File: src/sv/ssk_pkg.sv
package ssk_pkg;

    localparam int MAX_ENTRIES = 32;
    localparam int IDX_W       = $clog2(MAX_ENTRIES);
    localparam int CNT_W       = $clog2(MAX_ENTRIES + 1);
    localparam int KEY_W       = 32;
    localparam int TAG_W       = 16;
    localparam int REC_W       = KEY_W + TAG_W;

    typedef struct packed {
        logic [TAG_W-1:0]        tag;
        logic signed [KEY_W-1:0] key;
    } rec_t;

    typedef struct packed {
        logic             en;
        logic [IDX_W-1:0] addr;
        rec_t             data;
    } wr_req_t;

    typedef struct packed {
        logic             en;
        logic [IDX_W-1:0] addr;
    } rd_req_t;

    typedef struct packed {
        logic valid;
        rec_t rec;
        logic last;
        logic ovf;
    } emit_t;

endpackage

File: src/sv/selection_sort_by_key.sv
// Loading takes one request per cycle; results appear only after the closing request.
// Each sorted position i of a batch of N scans entries i to N-1 through the single
// read port of the store, emits the smallest key and, when that entry was not at i,
// writes entry i back in its place. The first result leaves after the first scan.
// Reset is asynchronous and active low; it empties the batch and the output register.
// The record store is not cleared, as only entries of the current batch are read.
module selection_sort_by_key
(
    input  logic        clk,
    input  logic        rst_n,
    input  logic        s_axis_tvalid,
    output logic        s_axis_tready,
    input  logic [47:0] s_axis_tdata,   // energy_key[31:0], item_tag[47:32]
    input  logic        s_axis_tlast,
    output logic        m_axis_tvalid,
    input  logic        m_axis_tready,
    output logic [47:0] m_axis_tdata,   // sorted_key[31:0], sorted_tag[47:32]
    output logic        m_axis_tlast,
    output logic        m_axis_tuser    // overflow
);

    ssk_pkg::wr_req_t wr;
    ssk_pkg::rd_req_t rd;
    ssk_pkg::rec_t    rd_data;
    ssk_pkg::rec_t    in_rec;
    ssk_pkg::emit_t   emit;
    ssk_pkg::rec_t    out_rec_reg;
    logic             out_valid_reg;
    logic             out_last_reg;
    logic             out_ovf_reg;
    logic             out_free;

    assign in_rec.key = $signed(s_axis_tdata[ssk_pkg::KEY_W-1:0]);
    assign in_rec.tag = s_axis_tdata[ssk_pkg::REC_W-1:ssk_pkg::KEY_W];
    assign out_free   = !out_valid_reg || m_axis_tready;

    ssk_store u_store
    (
        .clk     (clk),
        .wr      (wr),
        .rd      (rd),
        .rd_data (rd_data)
    );

    ssk_ctrl u_ctrl
    (
        .clk      (clk),
        .rst_n    (rst_n),
        .in_valid (s_axis_tvalid),
        .in_ready (s_axis_tready),
        .in_rec   (in_rec),
        .in_last  (s_axis_tlast),
        .wr       (wr),
        .rd       (rd),
        .rd_data  (rd_data),
        .out_free (out_free),
        .emit     (emit)
    );

    always_ff @(posedge clk or negedge rst_n)
    begin
        if (!rst_n)
        begin
            out_valid_reg <= 1'b0;
        end
        else if (emit.valid)
        begin
            out_valid_reg <= 1'b1;
        end
        else if (m_axis_tready)
        begin
            out_valid_reg <= 1'b0;
        end
    end

    always_ff @(posedge clk)
    begin
        if (emit.valid)
        begin
            out_rec_reg  <= emit.rec;
            out_last_reg <= emit.last;
            out_ovf_reg  <= emit.ovf;
        end
    end

    assign m_axis_tvalid = out_valid_reg;
    assign m_axis_tdata  = {out_rec_reg.tag, out_rec_reg.key};
    assign m_axis_tlast  = out_last_reg;
    assign m_axis_tuser  = out_ovf_reg;

endmodule

File: src/sv/ssk_store.sv
module ssk_store
(
    input  logic            clk,
    input  ssk_pkg::wr_req_t wr,
    input  ssk_pkg::rd_req_t rd,
    output ssk_pkg::rec_t    rd_data
);

    ssk_pkg::rec_t mem [ssk_pkg::MAX_ENTRIES];
    ssk_pkg::rec_t rd_data_reg;

    always_ff @(posedge clk)
    begin
        if (wr.en)
        begin
            mem[wr.addr] <= wr.data;
        end
    end

    always_ff @(posedge clk)
    begin
        if (rd.en)
        begin
            rd_data_reg <= mem[rd.addr];
        end
    end

    assign rd_data = rd_data_reg;

endmodule

File: src/sv/ssk_ctrl.sv
module ssk_ctrl
(
    input  logic             clk,
    input  logic             rst_n,
    input  logic             in_valid,
    output logic             in_ready,
    input  ssk_pkg::rec_t    in_rec,
    input  logic             in_last,
    output ssk_pkg::wr_req_t wr,
    output ssk_pkg::rd_req_t rd,
    input  ssk_pkg::rec_t    rd_data,
    input  logic             out_free,
    output ssk_pkg::emit_t   emit
);

    typedef enum logic [3:0] {
        S_LOAD = 4'b0001,
        S_SCAN = 4'b0010,
        S_EMIT = 4'b0100,
        S_SWAP = 4'b1000
    } state_t;

    state_t                     state_reg, state_next;
    logic [ssk_pkg::CNT_W-1:0]  cnt_reg, cnt_next;
    logic                       ovf_reg, ovf_next;
    logic [ssk_pkg::IDX_W-1:0]  pos_reg, pos_next;
    logic [ssk_pkg::CNT_W-1:0]  issue_reg, issue_next;
    logic                       pend_reg, pend_next;
    logic [ssk_pkg::IDX_W-1:0]  didx_reg, didx_next;
    logic [ssk_pkg::IDX_W-1:0]  best_idx_reg, best_idx_next;
    ssk_pkg::rec_t              best_reg, best_next;
    ssk_pkg::rec_t              cur_reg, cur_next;
    logic                       pos_is_last;

    assign pos_is_last = (ssk_pkg::CNT_W'(pos_reg) + ssk_pkg::CNT_W'(1)) == cnt_reg;
    assign in_ready    = (state_reg == S_LOAD);

    always_ff @(posedge clk or negedge rst_n)
    begin
        if (!rst_n)
        begin
            state_reg <= S_LOAD;
            cnt_reg   <= '0;
            ovf_reg   <= 1'b0;
            pos_reg   <= '0;
            issue_reg <= '0;
            pend_reg  <= 1'b0;
        end
        else
        begin
            state_reg <= state_next;
            cnt_reg   <= cnt_next;
            ovf_reg   <= ovf_next;
            pos_reg   <= pos_next;
            issue_reg <= issue_next;
            pend_reg  <= pend_next;
        end
    end

    always_ff @(posedge clk)
    begin
        didx_reg     <= didx_next;
        best_idx_reg <= best_idx_next;
        best_reg     <= best_next;
        cur_reg      <= cur_next;
    end

    always_comb
    begin
        state_next    = state_reg;
        cnt_next      = cnt_reg;
        ovf_next      = ovf_reg;
        pos_next      = pos_reg;
        issue_next    = issue_reg;
        pend_next     = pend_reg;
        didx_next     = didx_reg;
        best_idx_next = best_idx_reg;
        best_next     = best_reg;
        cur_next      = cur_reg;
        wr            = '0;
        rd            = '0;
        emit          = '0;

        unique case (state_reg)
            S_LOAD:
            begin
                if (in_valid)
                begin
                    if (cnt_reg < ssk_pkg::CNT_W'(ssk_pkg::MAX_ENTRIES))
                    begin
                        wr.en    = 1'b1;
                        wr.addr  = cnt_reg[ssk_pkg::IDX_W-1:0];
                        wr.data  = in_rec;
                        cnt_next = cnt_reg + ssk_pkg::CNT_W'(1);
                    end
                    else
                    begin
                        ovf_next = 1'b1;
                    end
                    if (in_last)
                    begin
                        state_next = S_SCAN;
                        pos_next   = '0;
                        issue_next = '0;
                        pend_next  = 1'b0;
                    end
                end
            end

            S_SCAN:
            begin
                if (issue_reg < cnt_reg)
                begin
                    rd.en      = 1'b1;
                    rd.addr    = issue_reg[ssk_pkg::IDX_W-1:0];
                    pend_next  = 1'b1;
                    didx_next  = issue_reg[ssk_pkg::IDX_W-1:0];
                    issue_next = issue_reg + ssk_pkg::CNT_W'(1);
                end
                else
                begin
                    pend_next = 1'b0;
                end
                if (pend_reg)
                begin
                    if (didx_reg == pos_reg)
                    begin
                        best_next     = rd_data;
                        cur_next      = rd_data;
                        best_idx_next = didx_reg;
                    end
                    else if ($signed(best_reg.key) > $signed(rd_data.key))
                    begin
                        best_next     = rd_data;
                        best_idx_next = didx_reg;
                    end
                    if ((ssk_pkg::CNT_W'(didx_reg) + ssk_pkg::CNT_W'(1)) == cnt_reg)
                    begin
                        state_next = S_EMIT;
                        pend_next  = 1'b0;
                    end
                end
            end

            S_EMIT:
            begin
                if (out_free)
                begin
                    emit.valid = 1'b1;
                    emit.rec   = best_reg;
                    emit.last  = pos_is_last;
                    emit.ovf   = ovf_reg;
                    if (pos_is_last)
                    begin
                        cnt_next   = '0;
                        ovf_next   = 1'b0;
                        state_next = S_LOAD;
                    end
                    else if (best_idx_reg != pos_reg)
                    begin
                        state_next = S_SWAP;
                    end
                    else
                    begin
                        pos_next   = pos_reg + ssk_pkg::IDX_W'(1);
                        issue_next = ssk_pkg::CNT_W'(pos_reg) + ssk_pkg::CNT_W'(1);
                        pend_next  = 1'b0;
                        state_next = S_SCAN;
                    end
                end
            end

            S_SWAP:
            begin
                wr.en      = 1'b1;
                wr.addr    = best_idx_reg;
                wr.data    = cur_reg;
                pos_next   = pos_reg + ssk_pkg::IDX_W'(1);
                issue_next = ssk_pkg::CNT_W'(pos_reg) + ssk_pkg::CNT_W'(1);
                pend_next  = 1'b0;
                state_next = S_SCAN;
            end

            default:
            begin
                state_next = S_LOAD;
            end
        endcase
    end

`ifndef SYNTHESIS
    a_cnt_bound: assert property (@(posedge clk) disable iff (!rst_n)
        cnt_reg <= ssk_pkg::CNT_W'(ssk_pkg::MAX_ENTRIES))
        else $error("entry count exceeds capacity");

    a_scan_in_batch: assert property (@(posedge clk) disable iff (!rst_n)
        (state_reg == S_SCAN) |-> (ssk_pkg::CNT_W'(pos_reg) < cnt_reg))
        else $error("sort position outside the stored batch");

    a_best_ahead: assert property (@(posedge clk) disable iff (!rst_n)
        (state_reg == S_EMIT) |-> (best_idx_reg >= pos_reg))
        else $error("selected entry lies before the sort position");

    a_batch_clear: assert property (@(posedge clk) disable iff (!rst_n)
        (emit.valid && emit.last) |=> (cnt_reg == '0 && !ovf_reg))
        else $error("batch state not cleared after the final result");
`endif

endmodule
File: config.mk
export PLATFORM = sky130hd
export DESIGN_NAME = selection_sort_by_key
export DESIGN_NICKNAME = d
export VERILOG_FILES = /design/src/sv/ssk_pkg.sv /design/src/sv/selection_sort_by_key.sv /design/src/sv/ssk_store.sv /design/src/sv/ssk_ctrl.sv
export SDC_FILE = /design/constraint.sdc
export NUM_CORES = 2
export LEC_CHECK = 0
export BUFFER_PORTS_ARGS = -buffer_cell sky130_fd_sc_hd__clkbuf_2
export CAP_MARGIN = 20
export CORE_UTILIZATION = 40
export CTS_CLUSTER_DIAMETER = 100
export CTS_CLUSTER_SIZE = 8
export DETAILED_ROUTE_END_ITERATION = 8
export GPL_TIMING_DRIVEN = 1
export PLACE_DENSITY = 0.66
export SLEW_MARGIN = 20
export SYNTH_ARGS = -nofsm -noshare
export SYNTH_HDL_FRONTEND = slang
export SYNTH_SLANG_ARGS = --single-unit
File: constraint.sdc
create_clock -name clk -period 7.65 [get_ports clk]
set_clock_uncertainty 0.05 [all_clocks]
set_input_delay 1.53 -clock clk [delete_from_list [all_inputs] [get_ports clk]]
set_output_delay 1.53 -clock clk [all_outputs]
set_load 0.02 [all_outputs]
; ---- After elaboration in Yosys (flattened, before gate mapping)
; Memories as Yosys holds them, arrays and structs flattened. A register that Yosys moved wholly into a read port is not among the register bits.
; Cells that the tools add are included.
[word_totals]
output_inout_bits = 52
elab_cells = 117
memories = 1
inputBits = 53
ram_bits = 1536
ff_bits = 180
[classes]
reduce_logical = 17
n_mux = 55
add_sub_neg = 5
n_eq_ne = 19
n_lt_le_gt_ge = 3
[memory_table]
columns = memory, words, width, read_ports, rd_clocked_by_memory_dff, wr, line
row1 = u_store.mem, 32, 48, 1, 1, 1, ssk_store.sv:9  ; ssk_pkg::rec_t mem [ssk_pkg::MAX_ENTRIES];
[op_table]
columns = op, count
row1 = $mux W54, 2
row2 = $pmux W54 S2, 1
row3 = $mux W51, 2
row4 = $mux W48, 2
row5 = $mux W6, 12
row6 = $mux W5, 7
row7 = $gt A32 B32 Y1, 1
row8 = $mux W4, 7
row9 = $pmux W6 S4, 1
row10 = $mux W1, 16
row11 = $pmux W4 S4, 1
row12 = $pmux W5 S3, 1
row13 = $reduce_and A5 Y1, 3
row14 = $add A5 B1 Y6 const B, 2
row15 = $add A6 B1 Y6 const B, 2
row16 = $eq A6 B6 Y1, 2
row17 = $ne A2 B1 Y1 const B, 6
row18 = $pmux W6 S2, 1
row19 = $reduce_and A6 Y1, 2
row20 = $ne A2 B2 Y1 const B, 5
row21 = $reduce_and A7 Y1, 1
row22 = $lt A6 B6 Y1, 1
row23 = $lt A6 B6 Y1 const B, 1
row24 = $reduce_and A3 Y1, 2
row25 = other kinds (15), 18

; ---- Depth between registers and ports, before layout
[logic_depth]
depth_word = 6
ltp_mapped = 12
ltp_nobuf = 11

; ---- Modules after synthesis
; A second synthesis with hierarchy kept.
[unflattened]
hier_cells = 3985
area_unflattened_um2 = 69489.1
[modules_own_cells]
columns = module, area_per_inst_um2, n_inst, seq_area_each_um2, cells_each
row1 = ssk_store, 61205.0, 1, 47565.6, 3364
row2 = ssk_ctrl, 6735.2, 1, 3759.9, 568
row3 = selection_sort_by_key, 1549.0, 1, 1526.5, 53

; ---- Least setup slack after synthesis
; Ideal clock, no wire load.
[synth_timing]
path_type = register to register
startpoint = reg u_ctrl.state_reg[3]
endpoint = reg u_ctrl.best_idx_reg[0] (netlist name) (enable)
period_less_slack_ns = 7.511
slack_ns = 0.139
n_path_buf = 2
setup_time_ns = 0.391
t_arrival_ns = 7.070
stages_incl_launch_ff = 7
required_time_ns = 7.209
path_cell_list = dfrtp_1 > buf_6 > nor4b_2 > buf_2 > nand2_1 > nor4_1 > a31o_2
[synth_between]
elab_chain_cells = 2
[synth_lines]
columns = item, line
row1 = "start, declared", ssk_ctrl.sv:23  ; state_t state_reg, state_next;
row2 = "start signal, assigned", ssk_ctrl.sv:51  ; state_reg <= state_next;
row3 = $eq A4 B2 Y1, ssk_ctrl.sv:84  ; unique case (state_reg)
row4 = $reduce_and A3 Y1 (no line), n/a
row5 = "end signal, assigned", ssk_ctrl.sv:63  ; best_idx_reg <= best_idx_next;
row6 = "end, declared", ssk_ctrl.sv:30  ; logic [ssk_pkg::IDX_W-1:0] best_idx_reg, best_idx_next;
; No other way between the ends.
; A chain may end at the register's enable or synchronous reset.

; ---- Worst setup path after layout
[layout_timing]
startpoint = reg u_ctrl.issue_reg[2] (netlist name)
endpoint = reg u_store.rd_data[47] (netlist name)
[layout_between]
elab_chain_cells = 3
[layout_lines]
columns = item, line
row1 = "start, declared", ssk_ctrl.sv:27  ; logic [ssk_pkg::CNT_W-1:0] issue_reg, issue_next;
row2 = "start signal, assigned", ssk_ctrl.sv:55  ; issue_reg <= issue_next;
row3 = $lt A6 B6 Y1, ssk_ctrl.sv:112  ; if (issue_reg < cnt_reg)
row4 = $mux W6 (*), ssk_ctrl.sv:112
row5 = $mux W6 (*), ssk_ctrl.sv:84
; Every way passes the cells marked *; elsewhere a longest branch is shown, timed or not.

==> flow_summary.yaml <==
yosys:
  yosysTopAreaCell: "edfxtp_1"
  syn_area_per_cell_um2: 16.4
  synth.net_count: 4370
  synth_commonest_cells: "edfxtp_1, nand2_1, a21oi_1"
  ys_ff_latch: 1764
  yosysUniqueCellTypes: 67
  yosys_warnings: 0
  ys_seq_area_share_pct: 75.2
  synth.most_common_cell: "edfxtp_1"
  synth_area_um2: 70300
  yosys-top-cells-area: "edfxtp_1, mux4_2, mux2_2"
  synth_edf_count: 1740
  synth_top_area_share_pct: 74.3
  synthArstFlopShare_pct: 1.36
  synth_cells: 4276
  synth_flop_cell: "edfxtp_1"
flow_run:
  drv_cap: 0
die:
  coreArea_um2: 174000
  die_h_um: 421
  ios: 105
  fp.dieW_um: 421
  initial_core_util_pct: 40.3
  rows: 153
  die_area_um2: 177000
placement:
  gp_congestion: 0.885
  dpl.hpwl_um: 111000
  dp_cells: 6546
  io_buffers: 104
clock_tree:
  cts_tree: "built"
  post_cts.repair.setup_buffers: 0
  clock-sinks: 1764
  clockBufferDepth: 3
  htree_num_levels: 4
  clkLatencyLatePin_ns: 0.85
  cts_buffers: 238
  cts.clk_slew.worst_paths_ns: 0.05
  cts_hold_buf: 0
  cts_resized: 0
  clockRootBuffer: "clkbuf_16"
final_layout:
  multi_input_area_um2: 16500
  final_cells: 6822
  largest_reg_flops: 1536
  fin_nets: 4555
  seq_area_um2: 52900
  drive_gt1_share_pct: 19.8
  synthToLayoutAreaGrowth_pct: 14.3
  fill_cells: 14600
  top_register: "u_store.mem"
setup_path:
  crit_buf_inv: 0
  worstPathMaxFanout: 49
  crit_family: "compound AO/OA/AOI/OAI gates"
  max_stage_delay_ns: 0.90
  cp_cell_sequence: "ha_1, and4_1, a211oi_2, nand3_4, nand3_4, a21oi_1, a2111oi_0, a31oi_1"
  path_class: "flip-flop to flip-flop"
  cp_slowest_cell: "a2111oi_0"
  cp.required_ns: 8.16
  worst_path_most_repeated_cell: "nand3_4"
  endpoint_kind: "flip-flop"
  cp-start-kind: "flip-flop"
  crit_arrival_ns: 5.23
sta:
  timing.fmax_ghz: 0.211
  fin_crit_ns: 4.73
  finalSetupTns_ns: 0
  setup_violations: 0
  slew_headroom_pct: 22.1
  drv_slew: 0
  rsz0062_at_grt: "no"
  final_hold_viol_count: 0
  worstMarginPinSlew_ns: 1.16
  period_share_pct: 61.8
power_and_ir_drop:
  power_mw: 24.5
  ir_drop_uv: 294
  leakage_nw: 26.2
  powerDensity_nw_per_um2: 305
outcome:
  status: "completed"
detailed_routing:
  drt_wl_total_um: 187000
  dr.pass1.iters: 6
  antenna_left: 0
  wl_per_cell_um: 27.4
  first_iter_violations: 4853
  vias: 40000
  via_per_inst: 5.86
  drc: 0
global_routing:
  grt_max_degree: 136
  globalRouteTotalUtil_pct: 20.6
  antenna_found_initial: 11
  grt_pass1_vias: 39100
  grt_overflow: 0
  grt_pass1_wl_um: 270000
hold_path:
  min_path_type: "flip-flop to flip-flop"
-- path summary, 6_finish.rpt --
| check | slack (ns) | cells after the start | endpoint | start |
|---|---|---|---|---|
| worst min register to register | 0.47 | 0 | u_ctrl.best_reg[37]$_DFFE_PP_ | u_store.rd_data[37]$_DFFE_PP_ |
| worst max register to register | 2.92 | 8 | u_store.rd_data[47]$_DFFE_PP_ | u_ctrl.issue_reg[2]$_DFFE_PN0P_ |
| max in group asynchronous | 6.35 | 1 | u_ctrl.issue_reg[0]$_DFFE_PN0P_ | rst_n |
| worst max-delay path | 2.92 | 8 | u_store.rd_data[47]$_DFFE_PP_ | u_ctrl.issue_reg[2]$_DFFE_PN0P_ |
| worst min-delay path | 0.47 | 0 | u_ctrl.best_reg[37]$_DFFE_PP_ | u_store.rd_data[37]$_DFFE_PP_ |
| min in group asynchronous | 0.68 | 1 | u_ctrl.state_reg[2]$_DFFE_PN0P_ | rst_n |
-- report_power, final --
part           switching (mW)  total [mW]  internal [mW]
sequential              0.238        11.8           11.5
clock                    3.73        9.25           5.52
combinational            2.33        3.50           1.17
total                    6.30        24.5           18.2
-- cells by family after synthesis --
| family | share of synthesized area [%] |
|---|---|
| multiplexers | 8.69 |
| adder cells (fa/ha/maj) | 0.730 |
| XOR/XNOR | 0.409 |
| AO/OA/AOI/OAI | 7.86 |
| flip-flops | 75.2 |
| buffers and inverters | 1.87 |
| AND/OR/NAND/NOR | 5.23 |
-- per-stage QoR --
step / hold WS, ns / setup WS, ns / utilization [%] / cell area (µm²)
detailed placement: 0.447 / 2.77 / 42.4 / 73900
finish: 0.472 / 2.92 / 46.1 / 80300
CTS: 0.462 / 2.98 / 46.1 / 80300
global placement: 0.457 / 2.72 / 42.4 / 73900
floorplan: 0.371 / 0.139 / - / 70300
global route: 0.483 / 2.60 / 46.1 / 80300
-- layout by cell type, fill, tap and decap left out, types with 28 or more instances in the layout --
cell type	netlist	layout
mux2_2	190	190
edfxtp_1	1740	1740
a21oi_1	351	351
clkbuf_16	0	241
nand2_1	429	426
a31oi_1	113	113
a22o_1	49	32
ha_1	41	41
inv_1	44	43
o211ai_1	28	28
and3_1	51	50
nor2b_1	99	99
nand3_1	54	52
o221ai_1	49	49
nor2_4	0	33
o21ai_0	186	186
buf_4	10	103
clkbuf_2	0	104
nor2_1	113	80
mux2i_1	70	70
mux4_2	145	145
-- area by class of cell --
cell class	instances	area share (%)
antenna	2	0.00623
clock buffer	261	7.60
clock inverter	13	0.313
inverter	45	0.218
multi-input combinational	2195	20.6
sequential	1764	65.8
tap	2325	3.62
timing repair buffer	217	1.86
-- worst register-to-register path, stage by stage (launching register included) --
cell and delay, ns:
dfrtp_4 0.79, ha_1 0.35, and4_1 0.18, a211oi_2 0.56
nand3_4 0.50, nand3_4 0.80, a21oi_1 0.23, a2111oi_0 0.90
a31oi_1 0.09
-- layer usage --
| metal | routed length, µm | global-route usage [%] | share of wire (%) |
|---|---|---|---|
| met3 | 22300 | 6.53 | 12 |
| met2 | 83900 | 30.6 | 45 |
| met4 | 5530 | 7.42 | 3.0 |
| met1 | 75000 | 28.5 | 40 |
| met5 | 47 | 0 | 0.025 |
Note: power is estimated with default switching activity, not from simulation.
